[src/design/tguc_pkg.sv]
package tguc_pkg;
   localparam int GRID_SIZE = 8;
   localparam int COL_W = $clog2(GRID_SIZE);
   localparam int IDX_W = $clog2(GRID_SIZE * GRID_SIZE);
   localparam logic signed [11:0] PEAK_INIT = -12'sd1000;
   localparam logic [7:0] SEG1 = 8'd85;
   localparam logic [7:0] SEG2 = 8'd170;
   localparam logic CSR_COLOR_LOW = 1'b0;
   localparam logic CSR_COLOR_SPAN = 1'b1;

   typedef struct packed {
      logic [2:0] band;
      logic       last_band;
      logic       last_row;
   } job_type;

   function automatic logic [15:0] ramp565(input logic [7:0] i);
      logic [7:0] r, g, b;
      logic [9:0] t;
      begin
         r = '0; g = '0; b = '0;
         if (i < SEG1) begin
            t = 10'(i) * 10'd3;
            b = 8'(10'd255 - t);
            g = t[7:0];
         end else if (i < SEG2) begin
            t = 10'(i - SEG1) * 10'd3;
            g = 8'd255;
            r = t[7:0];
         end else begin
            t = 10'(i - SEG2) * 10'd3;
            r = 8'd255;
            g = 8'(10'd255 - t);
         end
         ramp565 = {r[7:3], g[7:2], b[7:3]};
      end
   endfunction
endpackage

[src/design/tguc_front.sv]
module tguc_front (
   input  logic                clock,
   input  logic                reset,
   input  logic                req_valid,
   output logic                req_ready,
   input  logic [11:0]         req_sample_code,
   output logic                job_valid,
   output tguc_pkg::job_type   job,
   input  logic                job_ready,
   input  logic                back_busy,
   output logic                wr_en,
   output logic [tguc_pkg::COL_W:0] wr_addr,
   output logic signed [11:0]  wr_data,
   output logic                frame_start
);
   import tguc_pkg::*;
   logic [IDX_W-1:0] idx_ff, idx_in;
   logic [COL_W-1:0] c;
   logic [IDX_W-COL_W-1:0] r;
   logic acc, emit;

   assign r = idx_ff[IDX_W-1:COL_W];
   assign c = idx_ff[COL_W-1:0];
   assign emit = (c == COL_W'(GRID_SIZE - 1)) && (r != '0);
   // a new sample waits while the back end is busy, and at a row end until the job is taken
   assign req_ready = !back_busy && (!emit || job_ready);
   assign acc = req_valid && req_ready;
   assign job_valid = req_valid && emit && !back_busy;
   assign job.band = 3'(r - 1'b1);
   assign job.last_row = (r == (IDX_W-COL_W)'(GRID_SIZE - 1));
   assign job.last_band = 1'b0;
   assign wr_en = acc;
   assign wr_addr = {r[0], c};
   assign wr_data = req_sample_code;
   assign frame_start = acc && (idx_ff == '0);

   always_comb begin
      idx_in = idx_ff;
      if (acc) begin
         if (idx_ff == IDX_W'(GRID_SIZE * GRID_SIZE - 1)) idx_in = '0;
         else idx_in = idx_ff + 1'b1;
      end
   end

   always_ff @(posedge clock) begin
      if (reset) idx_ff <= '0;
      else idx_ff <= idx_in;
   end
endmodule

[src/design/tguc_back.sv]
module tguc_back (
   input  logic                clock,
   input  logic                reset,
   input  logic                job_valid,
   input  tguc_pkg::job_type   job,
   output logic                job_ready,
   output logic                back_busy,
   input  logic                wr_en,
   input  logic [tguc_pkg::COL_W:0] wr_addr,
   input  logic signed [11:0]  wr_data,
   input  logic                frame_start,
   input  logic signed [11:0]  color_low,
   input  logic [11:0]         color_span,
   output logic                rsp_valid,
   input  logic                rsp_ready,
   output logic [4:0]          rsp_pixel_row,
   output logic [2:0]          rsp_cell_column,
   output logic [15:0]         rsp_colour_a,
   output logic [15:0]         rsp_colour_b,
   output logic [15:0]         rsp_colour_c,
   output logic [15:0]         rsp_colour_d,
   output logic                rsp_run_last,
   output logic                rsp_frame_end,
   output logic signed [11:0]  rsp_frame_peak,
   output logic [6:0]          rsp_peak_x,
   output logic [6:0]          rsp_peak_y
);
   import tguc_pkg::*;
   localparam logic [2:0] S_IDLE = 3'd0, S_RD = 3'd1, S_MUL = 3'd2, S_DIV = 3'd3,
      S_OUT = 3'd4;

   // one-entry job queue, decoupled from the front
   logic q_full_ff, q_full_in;
   job_type q_ff;
   logic signed [11:0] mem [2*GRID_SIZE];
   logic [2:0] st_ff, st_in;
   job_type cur_ff;
   logic [1:0] ry_ff;
   logic [COL_W-1:0] gx_ff;
   logic signed [11:0] s00_ff, s01_ff, s10_ff, s11_ff;
   logic signed [21:0] prod_ff;
   logic [12:0] div_rem_ff;
   logic [21:0] div_q_ff;
   logic [4:0] div_cnt_ff;
   logic div_neg_ff;
   logic [1:0] px_ff;
   logic [15:0] col_ff [4];
   logic signed [11:0] pk_ff;
   logic [4:0] pc_ff, pr_ff;
   logic out_v_ff;
   logic col_we_ff;
   logic [1:0] col_px_ff;
   logic out_go;
   logic [COL_W-1:0] gx2;
   logic [COL_W:0] rda_top, rda_bot;
   logic [2:0] wx1, wy1;
   logic signed [17:0] sum;
   logic signed [11:0] tq;
   logic [12:0] spn, rem_sh;
   logic [21:0] amag;
   logic [7:0] pidx;
   logic [4:0] xpos, ypos;
   logic cell_last, band_done;
   logic [2:0] band_sel;

   assign job_ready = !q_full_ff;
   assign back_busy = q_full_ff || (st_ff != S_IDLE);
   assign gx2 = (gx_ff == COL_W'(GRID_SIZE - 1)) ? gx_ff : gx_ff + 1'b1;
   assign band_sel = cur_ff.last_band ? cur_ff.band + 3'd1 : cur_ff.band;
   assign rda_top = {band_sel[0], COL_W'(0)};
   assign rda_bot = cur_ff.last_band ? rda_top : {~band_sel[0], COL_W'(0)};
   assign wx1 = 3'd4 - 3'(px_ff);
   assign wy1 = 3'd4 - 3'(ry_ff);
   assign sum = 18'(s00_ff) * $signed({1'b0, wx1}) * $signed({1'b0, wy1})
              + 18'(s01_ff) * $signed({1'b0, 3'(px_ff)}) * $signed({1'b0, wy1})
              + 18'(s10_ff) * $signed({1'b0, wx1}) * $signed({1'b0, 3'(ry_ff)})
              + 18'(s11_ff) * $signed({1'b0, 3'(px_ff)}) * $signed({1'b0, 3'(ry_ff)});
   // truncate toward zero
   assign tq = 12'((sum + (sum[17] ? 18'sd15 : 18'sd0)) >>> 4);
   assign spn = (color_span == '0) ? 13'd1 : {1'b0, color_span};
   assign amag = prod_ff[21] ? 22'(-prod_ff) : 22'(prod_ff);
   assign rem_sh = {div_rem_ff[11:0], amag[5'd21 - div_cnt_ff]};
   assign xpos = 5'({gx_ff, px_ff});
   assign ypos = 5'({band_sel, ry_ff});
   assign cell_last = (gx_ff == COL_W'(GRID_SIZE - 1));
   assign band_done = cell_last && (ry_ff == 2'd3);
   // last pixel colour lands in the cycle after its final divide step
   assign out_go = !col_we_ff && (!out_v_ff || rsp_ready);
   always_comb begin
      if (div_neg_ff) pidx = '0;
      else if (div_q_ff > 22'd255) pidx = 8'd255;
      else pidx = div_q_ff[7:0];
   end

   always_ff @(posedge clock) begin
      if (wr_en) mem[wr_addr] <= wr_data;
      s00_ff <= mem[rda_top | (COL_W+1)'(gx_ff)];
      s01_ff <= mem[rda_top | (COL_W+1)'(gx2)];
      s10_ff <= mem[rda_bot | (COL_W+1)'(gx_ff)];
      s11_ff <= mem[rda_bot | (COL_W+1)'(gx2)];
   end

   always_comb begin
      q_full_in = q_full_ff;
      if (job_valid && job_ready) q_full_in = 1'b1;
      if (st_ff == S_IDLE && q_full_ff) q_full_in = 1'b0;
      st_in = st_ff;
      case (st_ff)
         S_IDLE: if (q_full_ff) st_in = S_RD;
         S_RD: st_in = S_MUL;
         S_MUL: st_in = S_DIV;
         S_DIV: if (div_cnt_ff == 5'd21 && !(out_v_ff && !rsp_ready))
            st_in = (px_ff == 2'd3) ? S_OUT : S_MUL;
         S_OUT: if (out_go) begin
            if (!band_done) st_in = S_RD;
            else if (cur_ff.last_row && !cur_ff.last_band) st_in = S_RD;
            else st_in = S_IDLE;
         end
         default: st_in = S_IDLE;
      endcase
   end

   always_ff @(posedge clock) begin
      if (reset) begin
         st_ff <= S_IDLE;
         q_full_ff <= 1'b0;
         out_v_ff <= 1'b0;
         pk_ff <= PEAK_INIT;
         pc_ff <= '0;
         pr_ff <= '0;
      end else begin
         st_ff <= st_in;
         q_full_ff <= q_full_in;
         if (out_v_ff && rsp_ready) out_v_ff <= 1'b0;
         if (frame_start) pk_ff <= PEAK_INIT;
         if (job_valid && job_ready) q_ff <= job;
         case (st_ff)
            S_IDLE: if (q_full_ff) begin
               cur_ff <= q_ff;
               gx_ff <= '0;
               ry_ff <= '0;
            end
            S_RD: px_ff <= '0;
            S_MUL: begin
               prod_ff <= 22'(($signed({tq[11], tq}) - $signed({color_low[11], color_low}))
                         * 22'sd255);
               div_rem_ff <= '0;
               div_q_ff <= '0;
               div_cnt_ff <= '0;
               if (tq > pk_ff) begin
                  pk_ff <= tq;
                  pc_ff <= xpos;
                  pr_ff <= ypos;
               end
            end
            S_DIV: if (div_cnt_ff != 5'd21 || !(out_v_ff && !rsp_ready)) begin
               if (rem_sh >= spn) begin
                  div_rem_ff <= rem_sh - spn;
                  div_q_ff <= {div_q_ff[20:0], 1'b1};
               end else begin
                  div_rem_ff <= rem_sh;
                  div_q_ff <= {div_q_ff[20:0], 1'b0};
               end
               div_neg_ff <= prod_ff[21];
               div_cnt_ff <= div_cnt_ff + 1'b1;
               if (div_cnt_ff == 5'd21) begin
                  px_ff <= px_ff + 1'b1;
               end
            end
            S_OUT: if (out_go) begin
               out_v_ff <= 1'b1;
               rsp_pixel_row <= ypos;
               rsp_cell_column <= 3'(gx_ff);
               rsp_colour_a <= col_ff[0];
               rsp_colour_b <= col_ff[1];
               rsp_colour_c <= col_ff[2];
               rsp_colour_d <= col_ff[3];
               rsp_frame_peak <= pk_ff;
               rsp_peak_x <= {pc_ff, 2'b00};
               rsp_peak_y <= {pr_ff, 2'b00};
               rsp_run_last <= band_done && (!cur_ff.last_row || cur_ff.last_band);
               rsp_frame_end <= band_done && cur_ff.last_band;
               if (cell_last) begin
                  gx_ff <= '0;
                  ry_ff <= ry_ff + 1'b1;
                  if (band_done) cur_ff.last_band <= 1'b1;
               end else gx_ff <= gx_ff + 1'b1;
            end
            default: ;
         endcase
      end
   end

   // colour stored after the last division step; uses the final quotient
   always_ff @(posedge clock) begin
      if (reset) col_we_ff <= 1'b0;
      else col_we_ff <= (st_ff == S_DIV) && (div_cnt_ff == 5'd21)
                        && !(out_v_ff && !rsp_ready);
      col_px_ff <= px_ff;
      if (col_we_ff) col_ff[col_px_ff] <= ramp565(pidx);
   end

   assign rsp_valid = out_v_ff;
endmodule

[src/design/thermal_grid_upscale_colorize.sv]
// channel | ports                  | direction
// req     | req_valid/ready/sample | in, one sensor sample per transfer
// rsp     | rsp_valid/ready/fields | out, one four-pixel cell per transfer
// csr     | csr_write/index/data   | in, register write, no wait
// a sample that ends a sensor row (not the first) produces 32 cells, the last row 64
// each pixel takes a multiply step, then 22 serial divide steps
// each pixel's final divide step and each cell's output can wait on rsp_ready
// reset is synchronous; a sample waits while the back end has a job queued or running
module thermal_grid_upscale_colorize (
   input  logic        clock,
   input  logic        reset,
   input  logic        req_valid,
   output logic        req_ready,
   input  logic [11:0] req_sample_code,
   output logic        rsp_valid,
   input  logic        rsp_ready,
   output logic [4:0]  rsp_pixel_row,
   output logic [2:0]  rsp_cell_column,
   output logic [15:0] rsp_colour_a,
   output logic [15:0] rsp_colour_b,
   output logic [15:0] rsp_colour_c,
   output logic [15:0] rsp_colour_d,
   output logic        rsp_run_last,
   output logic        rsp_frame_end,
   output logic signed [11:0] rsp_frame_peak,
   output logic [6:0]  rsp_peak_x,
   output logic [6:0]  rsp_peak_y,
   input  logic        csr_write,
   input  logic        csr_index,
   input  logic [11:0] csr_data
);
   import tguc_pkg::*;
   logic signed [11:0] low_ff;
   logic [11:0] span_ff;
   logic job_valid, job_ready, back_busy, wr_en, frame_start;
   job_type job;
   logic [COL_W:0] wr_addr;
   logic signed [11:0] wr_data;

   always_ff @(posedge clock) begin
      if (reset) begin
         low_ff <= 12'sd80;
         span_ff <= 12'd80;
      end else if (csr_write) begin
         case (csr_index)
            CSR_COLOR_LOW: low_ff <= csr_data;
            CSR_COLOR_SPAN: span_ff <= csr_data;
            default: ;
         endcase
      end
   end

   tguc_front u_front (
      .clock, .reset, .req_valid, .req_ready, .req_sample_code,
      .job_valid, .job, .job_ready, .back_busy, .wr_en, .wr_addr, .wr_data,
      .frame_start
   );

   tguc_back u_back (
      .clock, .reset, .job_valid, .job, .job_ready, .back_busy, .wr_en, .wr_addr,
      .wr_data, .frame_start, .color_low(low_ff), .color_span(span_ff),
      .rsp_valid, .rsp_ready, .rsp_pixel_row, .rsp_cell_column,
      .rsp_colour_a, .rsp_colour_b, .rsp_colour_c, .rsp_colour_d,
      .rsp_run_last, .rsp_frame_end, .rsp_frame_peak, .rsp_peak_x, .rsp_peak_y
   );
endmodule

[config.mk]
export PLATFORM = sky130hd
export DESIGN_NAME = thermal_grid_upscale_colorize
export DESIGN_NICKNAME = d
export VERILOG_FILES = /design/src/design/tguc_pkg.sv /design/src/design/tguc_front.sv /design/src/design/tguc_back.sv /design/src/design/thermal_grid_upscale_colorize.sv
export SDC_FILE = /design/constraint.sdc
export NUM_CORES = 1
export LEC_CHECK = 0
export ABC_AREA = 1
export CORE_UTILIZATION = 55
export CTS_CLUSTER_DIAMETER = 150
export DETAILED_ROUTE_END_ITERATION = 7
export DONT_BUFFER_PORTS = 1
export PLACE_DENSITY = 0.77
export RECOVER_POWER = 50
export SYNTH_ARGS = -nofsm -noshare
export SYNTH_HDL_FRONTEND = slang
export SYNTH_SLANG_ARGS = --single-unit
[constraint.sdc]
create_clock -name clock -period 19.2 [get_ports clock]
set_input_delay 0.96 -clock clock [delete_from_list [all_inputs] [get_ports clock]]
set_output_delay 0.96 -clock clock [all_outputs]
set_load 0.05 [all_outputs]
==> parameters.txt <==
Parameter                              Value

Status
  Status ... complete, but fails checks
  Violations in the final reports ... capacitance limit, slew limit

Run
  Number of max-capacitance violations reported ... 6

Critical path
  Setup crit end kind ... flop
  Arrival time at the worst endpoint ... 16.62 ns
  Critical path data required time ... 19.55 ns
  WP buf/inv ... 13
  Endpoint of the worst register-to-register path ... u_back.prod_ff[21]
  Depth of the worst register-to-register path ... 66
  Worst setup path startpoint ... u_back.px_ff[0]
  Kind of critical path ... reg2reg
  Worst path slowest cell ... clkbuf_1
  Number of cells on the critical path ... 66
  Crit Reg-Reg Startpoint ... u_back.px_ff[0]
  Gate family responsible for the most delay along the worst path ... adder cells
  Startpoint kind of the worst setup timing path ... flop
  Worst-path fanout max ... 49
  Library cell appearing most often on the critical path ... inv_1
  Critical Path Max Stage Delay ... 1.71 ns
  Setup slack, reg-to-reg ... 2.92 ns

Clock tree
  Clock Sinks ... 538
  Number of buffers inserted to repair setup after CTS ... 0
  Source-to-sink clock delay at the later pin of the worst-skew pair ... 0.63 ns
  Root Driver ... clkbuf_16
  CTS clock-pin slew for the worst setup and hold paths ... roughly 0.07 ns
  Buffer depth of the longest clock path ... 3
  Total CTS buffers ... 54
  Count of H-tree levels built during CTS ... 2
  TritonCTS clock tree ... yes
  Hold_buf cts ... 0
  Post-CTS resize count ... 0

Cells and area
  Layout cell share with drive strength beyond 1 ... 3.95%
  Area Growth Syn to Fin ... 7.28%
  Area used by sequential logic in the layout ... 15100 µm²
  Fill cell total of the finished layout ... 5431
  Nets@finish ... 4612
  Commonest non-fill, non-tap cells in the layout ... inv_1, nand2_1, edfxtp_1, nor2_1, o21ai_0
  Antenna diode instance count ... 0
  Area of combinational cells with multiple inputs ... 18400 µm²
  Most common cell after layout, fill and taps aside ... inv_1

Synth
  Mapped cell area ... between 30000 and 40000 µm²
  Register bit count reported by yosys ... 538
  Top-area cell type share of the netlist area ... 34.8%
  Ys async rst share ... 0%
  Number of distinct library cells after synthesis ... about 60
  Synth warnings ... 0
  Synth area leaders ... edfxtp_1, ha_1, fa_1
  Number of enable-type register cells in the synthesized netlist ... 430
  Post-synth top flop ... edfxtp_1
  Sequential-to-total area share from yosys stat ... 40.6%
  Largest area contributor in the netlist ... edfxtp_1
  Post-synthesis area per instance ... 9.03 µm²
  Post-Synthesis Cells ... around 4.1k

Global route
  Wire length of the first global-routing pass ... 139 mm
  Global routing usage summed across all routing layers ... approximately 26%
  Number of global-route vias before repair ... 26.7k
  Global-route congestion overflow total ... 0
  Number of antenna violations at the first check in global routing ... 0
  Pin count of the biggest net entering global routing ... 81

Drt
  Violation count after the first detailed-route iteration ... around 2.8k
  Final wirelength ... 87.6 mm
  Detailed-route vias per instance ... around 5.6
  Per-cell routed wire length ... 17.6 µm
  Antenna-violating nets left ... 0
  Detailed-routing iteration count for the pre-antenna-repair pass ... 6
  Total via count after detailed routing ... 27.6k
  DRC violation count after routing ... 0

Timing
  Final min period ... 16.28 ns
  Max-slew violation total from the final report ... 259
  Slew at the pin closest to its max-slew limit ... ~3.8 ns
  Setup repair after global routing missed its margin ... no
  Layout Skew ... 0.0276 ns
  Fin. Hold Viols ... 0
  Final period util ... 84.8%
  Setup-violating endpoint count in the final report ... 0
  Total negative setup slack ... 0 ns
  Fmax achieved ... just over 0.06 GHz
  Relative slew margins ... -155%

Min path
  Sink of the worst hold path ... rsp_colour_a[4]
  Worst Hold Launch ... u_back.col_ff[0][4]
  Hold Crit Depth ... 0
  Path class of the lowest-slack min-delay path ... reg2reg

Die
  Starting Density ... 56.0%
  Die W ... 262 µm
  Area of the core region ... 66200 µm²
  Ports ... between 100 and 150
  Floorplan die height ... ~260 µm
  Row count ... 94
  Area of the die ... 68500 µm²

Placed design
  Count of input and output buffers ... 0
  Final estimated routing congestion in global placement ... 0.922
  HPWL after detailed placement ... 63.7 mm
## sequential cells by signal, indices dropped and copies added (netlist names), 12 cells and up
name and count:
u_back.mem 192, u_back.col_ff 64, u_back.div_q_ff 22, u_back.prod_ff 22, rsp_colour_a 16, rsp_colour_b 16
rsp_colour_c 16, rsp_colour_d 16, low_ff 12, span_ff 12, u_back.div_rem_ff 12, u_back.pk_ff 12
u_back.rsp_frame_peak 12, u_back.s00_ff 12, u_back.s01_ff 12, u_back.s10_ff 12, u_back.s11_ff 12
## worst max path at each step
stage,end,slack [ns]
6_report,u_back.prod_ff[21],2.92
5_1_grt,u_back.prod_ff[21],1.71
4_1_cts,u_back.prod_ff[21],3.64
3_5_place_dp,u_back.prod_ff[21],3.81
3_3_place_gp,u_back.prod_ff[19],4.17
2_1_floorplan,u_back.prod_ff[19],5.08
## final cells by class
class	count	share of cell area (%)
well taps	864	2.72
clock buffers	68	3.81
repair buffers	29	0.434
clock inverters	34	1.02
flip-flops and latches	538	37.9
multi-input cells	2587	46.2
inverters	848	8.00
## cells by family after synthesis
| group | count (synthesis) | share of synthesized area (%) |
|---|---|---|
| fa+ha+maj | 524 | 21.7 |
| buf+inv | 986 | 10.0 |
| flops | 538 | 40.6 |
| xor+xnor | 139 | 3.28 |
| other cells | 1 | 0.0101 |
| simple gates | 1114 | 12.2 |
| compound gates | 806 | 12.1 |
## synth_stat cells (all sizes together), types with 3 or more instances
cell type  count
o22ai         41
xor2          96
o31ai          9
ha           324
buf           24
o31a           5
o21ai        359
or2            7
o221ai        10
clkinv         3
and3           3
nand3         81
nand4         18
edfxtp       430
clkbuf       114
a211oi         5
nand3b         4
nor4           8
nor2         402
dfxtp        108
a31oi         43
nand2        548
inv          845
fa           200
o21bai        17
nor3          40
a21o          11
o211ai        30
xnor2         43
a21oi        252
o32ai          5
o21a           4
## routing by layer
layer	up-vias	share of wire, %	global-route usage, %
li1	13300	-	-
met1	13000	42	35.4
met2	1147	46	41.6
met3	166	9.4	4.86
met4	0	2.8	8.28
met5	-	0	0
## through the flow
step / hold slack [ns] / cell area (µm²) / setup slack [ns] / instances / utilization [%]
6_report: 0.410 / 39800 / 2.92 / 4968 / 60.1
3_5_place_dp: 0.405 / 38000 / 3.81 / 4866 / 57.3
5_1_grt: 0.388 / 39800 / 1.71 / 4968 / 60.1
3_3_place_gp: 0.402 / 38000 / 4.17 / 4866 / 57.3
2_1_floorplan: 0.372 / 37100 / 5.08 / 4111 / -
4_1_cts: 0.384 / 39900 / 3.64 / 4968 / 60.2
Power is not shown: default switching activity piles up to over one toggle a cycle in this logic, so the estimate is an artifact.
